**config.mk**
```make
export PLATFORM = sky130hd
export DESIGN_NAME = two_class_tx_queue
export DESIGN_NICKNAME = d
export VERILOG_FILES = /design/src/design/tcq_pkg.sv /design/src/design/two_class_tx_queue.sv /design/src/design/tcq_ring_mem.sv /design/src/design/tcq_ctrl.sv
export SDC_FILE = /design/constraint.sdc
export NUM_CORES = 2
export LEC_CHECK = 0
export BUFFER_PORTS_ARGS = -buffer_cell sky130_fd_sc_hd__buf_2
export CORE_ASPECT_RATIO = 0.75
export CORE_UTILIZATION = 24
export CTS_CLUSTER_SIZE = 28
export DETAILED_ROUTE_END_ITERATION = 10
export HOLD_SLACK_MARGIN = 0.02
export MAX_ROUTING_LAYER = met4
export SLEW_MARGIN = 30
export SYNTH_ARGS = -nofsm -noshare
export SYNTH_HDL_FRONTEND = slang
export SYNTH_HIERARCHICAL = 1
export SYNTH_SLANG_ARGS = --single-unit
```
**constraint.sdc**
```tcl
create_clock -name clk -period 5.7 [get_ports clk]
set_input_delay 0.855 -clock clk [delete_from_list [all_inputs] [get_ports clk]]
set_output_delay 0.855 -clock clk [all_outputs]
set_load 0.02 [all_outputs]
```
**src/design/tcq_pkg.sv**
```systemverilog
// Shared types and constants for the two-class transmit queue.
`default_nettype none

package tcq_pkg;

  localparam int RING_DEPTH = 64;
  localparam int RING_AW    = $clog2(RING_DEPTH);
  localparam int RING_CW    = $clog2(RING_DEPTH + 1);
  localparam int SLOT_COUNT = 16;
  localparam int SLOT_AW    = $clog2(SLOT_COUNT);
  localparam int PCNT_W     = $clog2(SLOT_COUNT + 1);
  localparam int TAG_W      = 16;
  localparam int MSG_W      = 4;
  localparam int DEPTH_W    = 7;
  localparam int ENTRY_W    = MSG_W + TAG_W;

  typedef logic [RING_AW-1:0] ring_ptr_t;
  typedef logic [RING_CW-1:0] ring_cnt_t;
  typedef logic [SLOT_AW-1:0] slot_idx_t;
  typedef logic [PCNT_W-1:0]  pcnt_t;
  typedef logic [DEPTH_W-1:0] depth_t;
  typedef logic [TAG_W-1:0]   tag_t;
  typedef logic [MSG_W-1:0]   msg_t;
  typedef logic [ENTRY_W-1:0] entry_t;

  typedef enum logic [1:0] {
    CMD_ENQ = 2'd0,
    CMD_DEQ = 2'd1,
    CMD_REQ = 2'd2
  } cmd_t;

  typedef enum logic [2:0] {
    ST_ENQUEUED  = 3'd0,
    ST_COALESCED = 3'd1,
    ST_DROPPED   = 3'd2,
    ST_DEQUEUED  = 3'd3,
    ST_EMPTY     = 3'd4,
    ST_REJECTED  = 3'd5
  } status_t;

  typedef struct packed {
    cmd_t cmd;
    logic keep_newest;
    msg_t msg_slot;
    tag_t packet_tag;
  } item_t;

  typedef struct packed {
    status_t status;
    tag_t    tag;
    msg_t    slot;
    logic    keep_newest;
    depth_t  depth;
    logic    from_ring;   // tag and slot come from the ring read port
  } result_t;

  typedef struct packed {
    logic      wr_en;
    ring_ptr_t wr_addr;
    entry_t    wr_data;
    logic      rd_en;
    ring_ptr_t rd_addr;
  } ring_req_t;

endpackage

`default_nettype wire

```
**src/design/two_class_tx_queue.sv**
```systemverilog
// Top level: input register, queue control, ring memory and result register.
//
//  channel | dir | tdata (low bit up)                    | tuser (low bit up)
//  in_     | in  | msg_slot[3:0], packet_tag[19:4]       | cmd[1:0], keep_newest[2]
//  out_    | out | out_tag[15:0], out_slot[19:16],       | status[2:0],
//          |     | depth[26:20]                          | out_keep_newest[3]
//
// One item per cycle while the output does not stall; each item passes the input
// register, then the result register, which holds its result.
// The ring memory read register loads at the same edge as the result register.
// Reset clears ring pointers and pending bits; stores need no clearing pass.
// A stalled output holds the result; the input register keeps taking items
// as long as the result register drains.
`default_nettype none

module two_class_tx_queue (
  input  wire logic        clk,
  input  wire logic        rst_n,
  input  wire logic        in_tvalid,
  output logic             in_tready,
  input  wire logic [23:0] in_tdata,   // msg_slot[3:0], packet_tag[19:4], zero pad
  input  wire logic [2:0]  in_tuser,   // cmd[1:0], keep_newest[2]
  output logic             out_tvalid,
  input  wire logic        out_tready,
  output logic [31:0]      out_tdata,  // out_tag[15:0], out_slot[19:16], depth[26:20], pad
  output logic [3:0]       out_tuser   // status[2:0], out_keep_newest[3]
);

  logic               s1_valid_r;
  tcq_pkg::item_t     s1_item_r;
  tcq_pkg::item_t     in_item;
  logic               out_valid_r;
  tcq_pkg::result_t   res_r;
  tcq_pkg::result_t   res;
  tcq_pkg::ring_req_t ring_req;
  tcq_pkg::entry_t    rd_data;
  logic               advance;
  tcq_pkg::tag_t      tag;
  tcq_pkg::msg_t      slot;

  assign in_item.cmd         = tcq_pkg::cmd_t'(in_tuser[1:0]);
  assign in_item.keep_newest = in_tuser[2];
  assign in_item.msg_slot    = in_tdata[3:0];
  assign in_item.packet_tag  = in_tdata[19:4];

  assign advance   = s1_valid_r && (!out_valid_r || out_tready);
  assign in_tready = !s1_valid_r || advance;

  always_ff @(posedge clk) begin
    if (!rst_n) begin
      s1_valid_r  <= 1'b0;
      out_valid_r <= 1'b0;
    end else begin
      if (in_tready) begin
        s1_valid_r <= in_tvalid;
      end
      if (advance) begin
        out_valid_r <= 1'b1;
      end else if (out_tready) begin
        out_valid_r <= 1'b0;
      end
    end
  end

  always_ff @(posedge clk) begin
    if (in_tvalid && in_tready) begin
      s1_item_r <= in_item;
    end
    if (advance) begin
      res_r <= res;
    end
  end

  tcq_ctrl u_ctrl (
    .clk      (clk),
    .rst_n    (rst_n),
    .fire     (advance),
    .item     (s1_item_r),
    .ring_req (ring_req),
    .result   (res)
  );

  tcq_ring_mem u_ring (
    .clk     (clk),
    .req     (ring_req),
    .rd_data (rd_data)
  );

  // ring dequeues take tag and slot from the memory's read register
  assign tag  = res_r.from_ring ? rd_data[tcq_pkg::TAG_W-1:0] : res_r.tag;
  assign slot = res_r.from_ring ? rd_data[tcq_pkg::ENTRY_W-1:tcq_pkg::TAG_W] : res_r.slot;

  assign out_tvalid = out_valid_r;
  assign out_tdata  = {5'b0, res_r.depth, slot, tag};
  assign out_tuser  = {res_r.keep_newest, res_r.status};

endmodule

`default_nettype wire

```
**src/design/tcq_ring_mem.sv**
```systemverilog
// Ring descriptor storage: one write port, one registered read port.
`default_nettype none

module tcq_ring_mem (
  input  wire logic               clk,
  input  wire tcq_pkg::ring_req_t req,
  output tcq_pkg::entry_t         rd_data
);

  tcq_pkg::entry_t mem [tcq_pkg::RING_DEPTH];
  tcq_pkg::entry_t rd_data_r;

  always_ff @(posedge clk) begin
    if (req.wr_en) begin
      mem[req.wr_addr] <= req.wr_data;
    end
    if (req.rd_en) begin
      rd_data_r <= mem[req.rd_addr];
    end
  end

  assign rd_data = rd_data_r;

endmodule

`default_nettype wire

```
**src/design/tcq_ctrl.sv**
```systemverilog
// Queue state: ring pointers, latest-only slots and per-item decision.
`default_nettype none

module tcq_ctrl (
  input  wire logic               clk,
  input  wire logic               rst_n,
  input  wire logic               fire,
  input  wire tcq_pkg::item_t     item,
  output tcq_pkg::ring_req_t      ring_req,
  output tcq_pkg::result_t        result
);

  tcq_pkg::ring_ptr_t head_r, head_nxt;
  tcq_pkg::ring_cnt_t cnt_r, cnt_nxt;
  logic [tcq_pkg::SLOT_COUNT-1:0] pend_r, pend_nxt;
  tcq_pkg::pcnt_t     pcnt_r, pcnt_nxt;
  tcq_pkg::tag_t      slot_tag_r [tcq_pkg::SLOT_COUNT];

  tcq_pkg::slot_idx_t idx;
  tcq_pkg::slot_idx_t pick;
  logic [tcq_pkg::SLOT_COUNT-1:0] lowbit;
  logic               full;
  logic               slot_we;
  tcq_pkg::ring_req_t req;
  tcq_pkg::result_t   res;

  assign idx  = tcq_pkg::slot_idx_t'(item.msg_slot);
  assign full = (cnt_r == tcq_pkg::ring_cnt_t'(tcq_pkg::RING_DEPTH));

  // lowest pending slot
  assign lowbit = pend_r & (~pend_r + 1'b1);
  always_comb begin
    pick = '0;
    for (int i = 0; i < tcq_pkg::SLOT_COUNT; i++) begin
      if (lowbit[i]) begin
        pick = pick | tcq_pkg::slot_idx_t'(i);
      end
    end
  end

  always_comb begin
    head_nxt        = head_r;
    cnt_nxt         = cnt_r;
    pend_nxt        = pend_r;
    pcnt_nxt        = pcnt_r;
    slot_we         = 1'b0;
    req             = '0;
    res             = '0;
    res.status      = tcq_pkg::ST_EMPTY;
    unique case (item.cmd)
      tcq_pkg::CMD_ENQ: begin
        if (item.keep_newest) begin
          res.status    = pend_r[idx] ? tcq_pkg::ST_COALESCED : tcq_pkg::ST_ENQUEUED;
          slot_we       = 1'b1;
          pend_nxt[idx] = 1'b1;
          if (!pend_r[idx]) begin
            pcnt_nxt = pcnt_r + 1'b1;
          end
        end else if (full) begin
          res.status = tcq_pkg::ST_DROPPED;
        end else begin
          req.wr_en   = 1'b1;
          req.wr_addr = tcq_pkg::ring_ptr_t'(head_r + tcq_pkg::ring_ptr_t'(cnt_r));
          req.wr_data = {item.msg_slot, item.packet_tag};
          cnt_nxt     = cnt_r + 1'b1;
          res.status  = tcq_pkg::ST_ENQUEUED;
        end
      end
      tcq_pkg::CMD_DEQ: begin
        if (cnt_r != '0) begin
          req.rd_en     = 1'b1;
          req.rd_addr   = head_r;
          head_nxt      = head_r + 1'b1;
          cnt_nxt       = cnt_r - 1'b1;
          res.from_ring = 1'b1;
          res.status    = tcq_pkg::ST_DEQUEUED;
        end else if (pend_r != '0) begin
          pend_nxt[pick]  = 1'b0;
          pcnt_nxt        = pcnt_r - 1'b1;
          res.tag         = slot_tag_r[pick];
          res.slot        = tcq_pkg::msg_t'(pick);
          res.keep_newest = 1'b1;
          res.status      = tcq_pkg::ST_DEQUEUED;
        end
      end
      tcq_pkg::CMD_REQ: begin
        if (full) begin
          res.status = tcq_pkg::ST_REJECTED;
        end else begin
          head_nxt    = head_r - 1'b1;
          req.wr_en   = 1'b1;
          req.wr_addr = head_nxt;
          req.wr_data = {item.msg_slot, item.packet_tag};
          cnt_nxt     = cnt_r + 1'b1;
          res.status  = tcq_pkg::ST_ENQUEUED;
        end
      end
      default: begin
        // unused code: report empty, leave state alone
      end
    endcase
    res.depth = tcq_pkg::depth_t'(cnt_nxt) + tcq_pkg::depth_t'(pcnt_nxt);
  end

  always_ff @(posedge clk) begin
    if (!rst_n) begin
      head_r <= '0;
      cnt_r  <= '0;
      pend_r <= '0;
      pcnt_r <= '0;
    end else if (fire) begin
      head_r <= head_nxt;
      cnt_r  <= cnt_nxt;
      pend_r <= pend_nxt;
      pcnt_r <= pcnt_nxt;
    end
  end

  always_ff @(posedge clk) begin
    if (fire && slot_we) begin
      slot_tag_r[idx] <= item.packet_tag;
    end
  end

  always_comb begin
    ring_req       = req;
    ring_req.wr_en = req.wr_en & fire;
    ring_req.rd_en = req.rd_en & fire;
  end

  assign result = res;

`ifndef SYNTH
  a_cnt_bound: assert property (@(posedge clk) disable iff (!rst_n)
    cnt_r <= tcq_pkg::ring_cnt_t'(tcq_pkg::RING_DEPTH))
    else $error("ring count past depth");

  a_pcnt_match: assert property (@(posedge clk) disable iff (!rst_n)
    pcnt_r == tcq_pkg::pcnt_t'($countones(pend_r)))
    else $error("pending count out of step with pending bits");

  a_one_port: assert property (@(posedge clk) disable iff (!rst_n)
    !(ring_req.wr_en && ring_req.rd_en))
    else $error("ring read and write in one item");

  a_ring_first: assert property (@(posedge clk) disable iff (!rst_n)
    ring_req.rd_en |=> pend_r == $past(pend_r))
    else $error("slot served while ring held items");
`endif

endmodule

`default_nettype wire

```
== Word-level counts from Yosys, hierarchy flattened ==
Memories as Yosys holds them, arrays and structs flattened. A register that Yosys moved wholly into a read port is not among the register bits.
Cells that the tools add are included.

* $lt $le $gt $ge: 4
* $add $sub $neg: 9
* Bitwise logic cells: 9
* Reductions and logical operators: 19
* Equal/unequal tests: 8
* Multiplexer cells: 61

{| class="wikitable"
|+ Operator list
! cell !! count
|-
| 2-to-1 mux 27 bit || 3
|-
| 2-to-1 mux 16 bit || 4
|-
| one-hot mux 27 bit (2 select lines) || 1
|-
| 2-to-1 mux 4 bit || 9
|-
| 2-to-1 mux 7 bit || 5
|-
| AND 16 bit || 2
|-
| NOT 16 bit || 2
|-
| one-hot mux 16 bit (2 select lines) || 1
|-
| 2-to-1 mux 24 bit || 1
|-
| 2-to-1 mux 3 bit || 7
|-
| one-hot mux 7 bit (3 select lines) || 1
|-
| 2-to-1 mux 5 bit || 4
|-
| adder 16 x 1 -> 16 bit, second input constant || 1
|-
| OR 16 bit || 1
|-
| nonzero test 16 bit || 1
|-
| 2-to-1 mux 1 bit || 14
|-
| 2-to-1 mux 6 bit || 2
|-
| one-hot mux 6 bit (2 select lines) || 1
|-
| less-than comparator 4 x 5 -> 1 bit, second input constant || 2
|-
| one-hot mux 5 bit (2 select lines) || 1
|-
| one-hot mux 3 bit (3 select lines) || 1
|-
| demux 1 bit (select 4 bit) || 2
|-
| greater-or-equal comparator 4 x 1 -> 1 bit, second input constant || 2
|-
| adder 7 x 1 -> 7 bit, second input constant || 1
|-
| 26 further kinds || 41
|}

* Output and inout port bits: 38
* Bits in writable memories: 1536
* Memories: 2
* Input bits: 31
* Flip-flop bits (word level): 91
* Logic and storage cells: 128

{| class="wikitable"
|+ Memories
! name !! words !! bits a word !! read ports !! clocked after Yosys merged registers in !! wr ports !! RTL line !! RTL
|-
| u_ring.mem || 64 || 20 || 1 || 1 || 1 || tcq_ring_mem.sv:10 || <nowiki>tcq_pkg::entry_t mem [tcq_pkg::RING_DEPTH];</nowiki>
|-
| u_ctrl.slot_tag_r || 16 || 16 || 1 || 0 || 1 || tcq_ctrl.sv:17 || <nowiki>tcq_pkg::tag_t slot_tag_r [tcq_pkg::SLOT_COUNT];</nowiki>
|}

== Longest topological paths before layout ==
* Word-level depth: 27
* Gate-level depth with buffers: 18
* Gate-level depth less buffers: 17

== By module ==
Netlist, hierarchy kept.

{| class="wikitable"
|+ By module, submodules not included
! module !! area each (um^2) !! cells an instance !! seq. area each (um^2) !! instances
|-
| tcq_ring_mem || 49695.2 || 2243 || 39037.4 || 1
|-
| tcq_ctrl || 13056.3 || 1050 || 8368.0 || 1
|-
| two_class_tx_queue || 2182.1 || 103 || 1691.6 || 1
|}

== Least setup slack after synthesis ==
No wires, ideal clock.

* Path kind: in2reg
* From: input port out_tready
* To: memory u_ring/mem[49][0] (netlist bit), enable pin
* Stages on the path: 7
* Setup time: 0.422 ns
* Path slack: 0.264 ns
* Arrival time: 5.014 ns
* Cell sequence: nor2b_1 -> nor2b_1 -> clkbuf_8 -> buf_1 -> and2_1 -> nand4_1 -> nor3_1

{| class="wikitable"
|+ RTL lines
! element !! RTL line !! RTL
|-
| start: declaration || two_class_tx_queue.sv:24 || <nowiki>input wire logic out_tready,</nowiki>
|-
| end: declaration || tcq_ring_mem.sv:10 ||
|}

==> metrics.md <==
| Metric | Value |
|---|---|
| Hold Path Sink | `s1_item_r[12]$_DFFE_PP_` |
| Final worst-path cycle share | `83.7%` |
| Top_reg_cell synth | `edfxtp_1` |
| Tmin final | `4.77 ns` |
| Antenna-violating nets left | `0` |
| Number of synthesized flops with an enable pin | `1611` |
| Routed met3 length | `15.8 mm` |
| Gate Count Post-Synth | `3396` |
| Initial DRC Count | `4115` |
| Clock Tree Root | `clkbuf_16` |
| Largest net degree at the start of global routing | `102` |
| Critical path fanouts, max | `40` |
| Core area | `268000 um^2` |
| Clk_skew | `0.0817 ns` |
| Required @ worst endpoint | `6.20 ns` |
| Most frequent cells in the layout | `edfxtp_1 (1611), mux4_2 (266), mux2i_1 (237)` |
| Pwr Density | `315 nW/um^2` |
| Max-Cap Viols | `0` |
| DRC viols | `0` |
| Fraction of registers with async set/reset | `0%` |
| CP dominant cell by count | `buf_4` |
| Critical path buffer and inverter count | `4` |
| Synthesized cell area | `64900 um^2` |
| Total GRT Usage | `11.9%` |
| Sw Ratio | `20.7%` |
| Hold slack final | `0.223 ns` |
| Setup WS pre-CTS | `0.973 ns` |
| Vias in the first global route | `32529` |
| Non-Filler Instances | `7273` |
| Most common cell after layout, fill and taps aside | `edfxtp_1` |
| Vias per inst | `4.61` |
| Crit path max-delay cell type | `nor2_4` |
| Hold Crit Start | `in_tdata[16]` |
| I/O pin cnt | `69` |
| Crit path cell chain | `inv_1 -> ha_1 -> or3b_1 -> or2_2 -> nand2_1 -> nor2_4 -> buf_12 -> buf_4 -> mux4_2 -> o22ai_1 -> o31ai_1 -> buf_4 -> and3_1` |
| Setup crit start kind | `register` |
| P_int | `18.7 mW` |
| Crit path largest cell delay | `0.57 ns` |
| CTS resizes | `0` |
| Syn_area_per_cell | `19.1 um^2` |
| Crit end category | `register` |
| Max VDD drop | `0.199 mV` |
| GPL Wtd Cong | `0.837` |
| Reg clk slew, reported paths | `0.07 ns` |
| Max Freq | `0.210 GHz` |
| Crit path max-delay family | `simple AND/OR/NAND/NOR gates` |
| RSZ-0062 raised after global routing | `false` |
| # Post-CTS Setup Buffers | `0` |
| DR vias | `33524` |
| Reg2Reg Depth | `13` |
| Worst R2R Setup Slack | `0.93 ns` |
| CTS tree | `built` |
| Clock buffer depth | `4` |
| Port Buffer Count | `59` |
| Worst R2R End | `u_ring/rd_data[16]$_DFFE_PP_` |
| Area Overhead vs Synth | `15.5%` |
| Sequential power share | `56.7%` |
| Launch point of the worst reg-to-reg path | `u_ctrl/cnt_r[1]$_SDFFE_PN0P_` |
| Final setup fails | `0` |
| Post-Route WL | `162 mm` |
| Ratio of cells with drive above 1 in the final layout | `22.9%` |
| Fin. Hold Viols | `0` |
| Pre-antenna DRT Iters | `5` |
| First-pass GRT wire length | `232 mm` |
| P_leak | `22.7 nW` |
| Comb pwr share | `2.3%` |
| Die width | `603 um` |
| Min-delay worst type | `in -> reg` |
| Initial core utilization | `24.3%` |
| Switching component of the power | `4.88 mW` |
| # hold bufs at CTS | `0` |
| Clock buffer count from CTS | `152` |
| Die ar. | `273000 um^2` |
| Final Worst Setup Slack | `0.927 ns` |
| M1 WL | `73.9 mm` |
| WL met2 | `69.4 mm` |
| Hold Path Stages | `1` |
| DP HPWL | `98.0 mm` |
| Synth cell types | `75` |
| Max Transition Viols Final | `0` |
| FP Rows | `164` |
| Die Y-Extent | `452 um` |
| Max_slew headroom | `31.4%` |
| Clk pwr share | `41.0%` |
| Global route overflow | `0` |
| Ys Warns | `6` |
| H-tree depth | `4` |
| Setup TNS Final | `0 ns` |
| Outcome | `completed` |
| CP arrival | `5.27 ns` |
| Post-layout net count | `3635` |
| Clk Latency, worst-skew pair | `0.81 ns` |
| Initial antenna violation count | `20` |
| Max layer used | `met4` |
| Clock sink total | `1647` |
| Sequential-to-total area share from yosys stat | `75.6%` |
| Slew @ Worst Pin | `1.02 ns` |
| CP Class | `reg -> reg` |
| Wire per inst | `22.2 um` |
| Filler cells | `26330` |
| Synth Register Bits | `1647` |
| Dpl cells | `6999` |
-- synth_stat cells (4+ instances only) --
master    number  area share (%)
a211oi_1       5           0.058
a21o_1        19            0.22
a21oi_1       45            0.35
a221oi_1      15            0.20
a22oi_1       69            0.80
a311oi_1      11            0.15
a31oi_1       60            0.58
a32o_1        25            0.39
a32oi_1        9            0.12
and2_1        29            0.28
and3_1        33            0.32
buf_2         57            0.44
buf_4         42            0.49
buf_6         13            0.23
clkbuf_1      84            0.49
dfxtp_1       36             1.1
edfxtp_1    1611              75
ha_1          16            0.31
inv_1         23            0.13
mux2_2         6            0.10
mux2_4        20            0.46
mux2i_1      237             3.7
mux4_2       266             9.2
nand2_1      199             1.2
nand2b_1      11            0.11
nand3_1       31            0.24
nand3b_1       6           0.069
nand4_1       16            0.15
nor2_1       131            0.76
nor2b_1       20            0.19
nor3_1        26            0.20
o21ai_0       60            0.46
o22ai_1       53            0.51
o31ai_1       17            0.20
or3_1         10           0.096
or4_1          4           0.046
xnor2_1       16            0.22
xor2_1        11            0.15
-- state kept, by name, indices dropped and copies added (netlist names), 4 cells and up --
signal / flops
u_ring/rd_data: 20
s1_item_r: 23
u_ctrl/head_r: 6
u_ctrl/slot_tag_r: 256
u_ctrl/cnt_r: 7
u_ctrl/pcnt_r: 5
out_tdata: 7
u_ring/mem: 1280
u_ctrl/pend_r: 16
out_tuser: 4
res_r: 21
-- cell type report --
class | count | area (um^2) | share of cell area [%]
Clock inverter | 76 | 594 | 0.792
Tap cell | 3569 | 4470 | 5.95
Sequential cell | 1647 | 49100 | 65.5
Timing Repair Buffer | 234 | 1780 | 2.37
Inverter | 24 | 90.1 | 0.120
Clock buffer | 185 | 3950 | 5.26
Antenna cell | 11 | 27.5 | 0.0367
Multi-Input combinational cell | 1527 | 15000 | 20.0
-- how the worst max path moves through the flow --
stage / from / end / slack, ns / cells after the start
floorplan: out_tready / u_ring/mem[49][0]$_DFFE_PP_ / 0.26 / 7
global placement: u_ctrl/cnt_r[0]$_SDFFE_PN0P_ / u_ring/rd_data[13]$_DFFE_PP_ / 1.07 / 12
detailed placement: u_ctrl/cnt_r[1]$_SDFFE_PN0P_ / u_ring/rd_data[16]$_DFFE_PP_ / 0.97 / 13
CTS: u_ctrl/cnt_r[1]$_SDFFE_PN0P_ / u_ring/rd_data[16]$_DFFE_PP_ / 0.96 / 13
global route: u_ctrl/cnt_r[1]$_SDFFE_PN0P_ / u_ring/rd_data[16]$_DFFE_PP_ / 0.72 / 13
finish: u_ctrl/cnt_r[1]$_SDFFE_PN0P_ / u_ring/rd_data[16]$_DFFE_PP_ / 0.93 / 13
-- per-stage QoR --
step           total power, mW  cell area [um^2]  utilization (%)
6_report                  23.6             75000             28.0
5_1_grt                   24.3             75000             28.0
4_1_cts                   23.8             74900             28.0
3_5_place_dp              14.2             70400             26.3
3_3_place_gp              14.2             70300             26.3
2_1_floorplan             13.9             64900                -
-- layer usage --
metal | up-vias | track usage [%]
met4 | 0 | 2.40
li1 | 14191 | -
met1 | 17819 | 17.1
met5 | - | -
met2 | 1311 | 16.6
met3 | 203 | 3.16
-- kinds of logic after synthesis --
| kind of cell | synth area share [%] |
|---|---|
| compound gates | 4.31 |
| xor+xnor | 0.364 |
| fa+ha+maj | 0.370 |
| buf+inv | 1.86 |
| flops | 75.6 |
| mux | 13.6 |
| other cells | 0.00578 |
| simple gates | 3.91 |
-- power groups by stage --
stage	logic, mW	registers [mW]	clock network, mW
floorplan	0.314	13.6	0
global placement	0.520	13.7	0
detailed placement	0.542	13.7	0
CTS	0.544	13.4	9.86
global route	0.580	13.4	10.3
finish	0.542	13.4	9.68
Power figures use the tool's default switching activity.
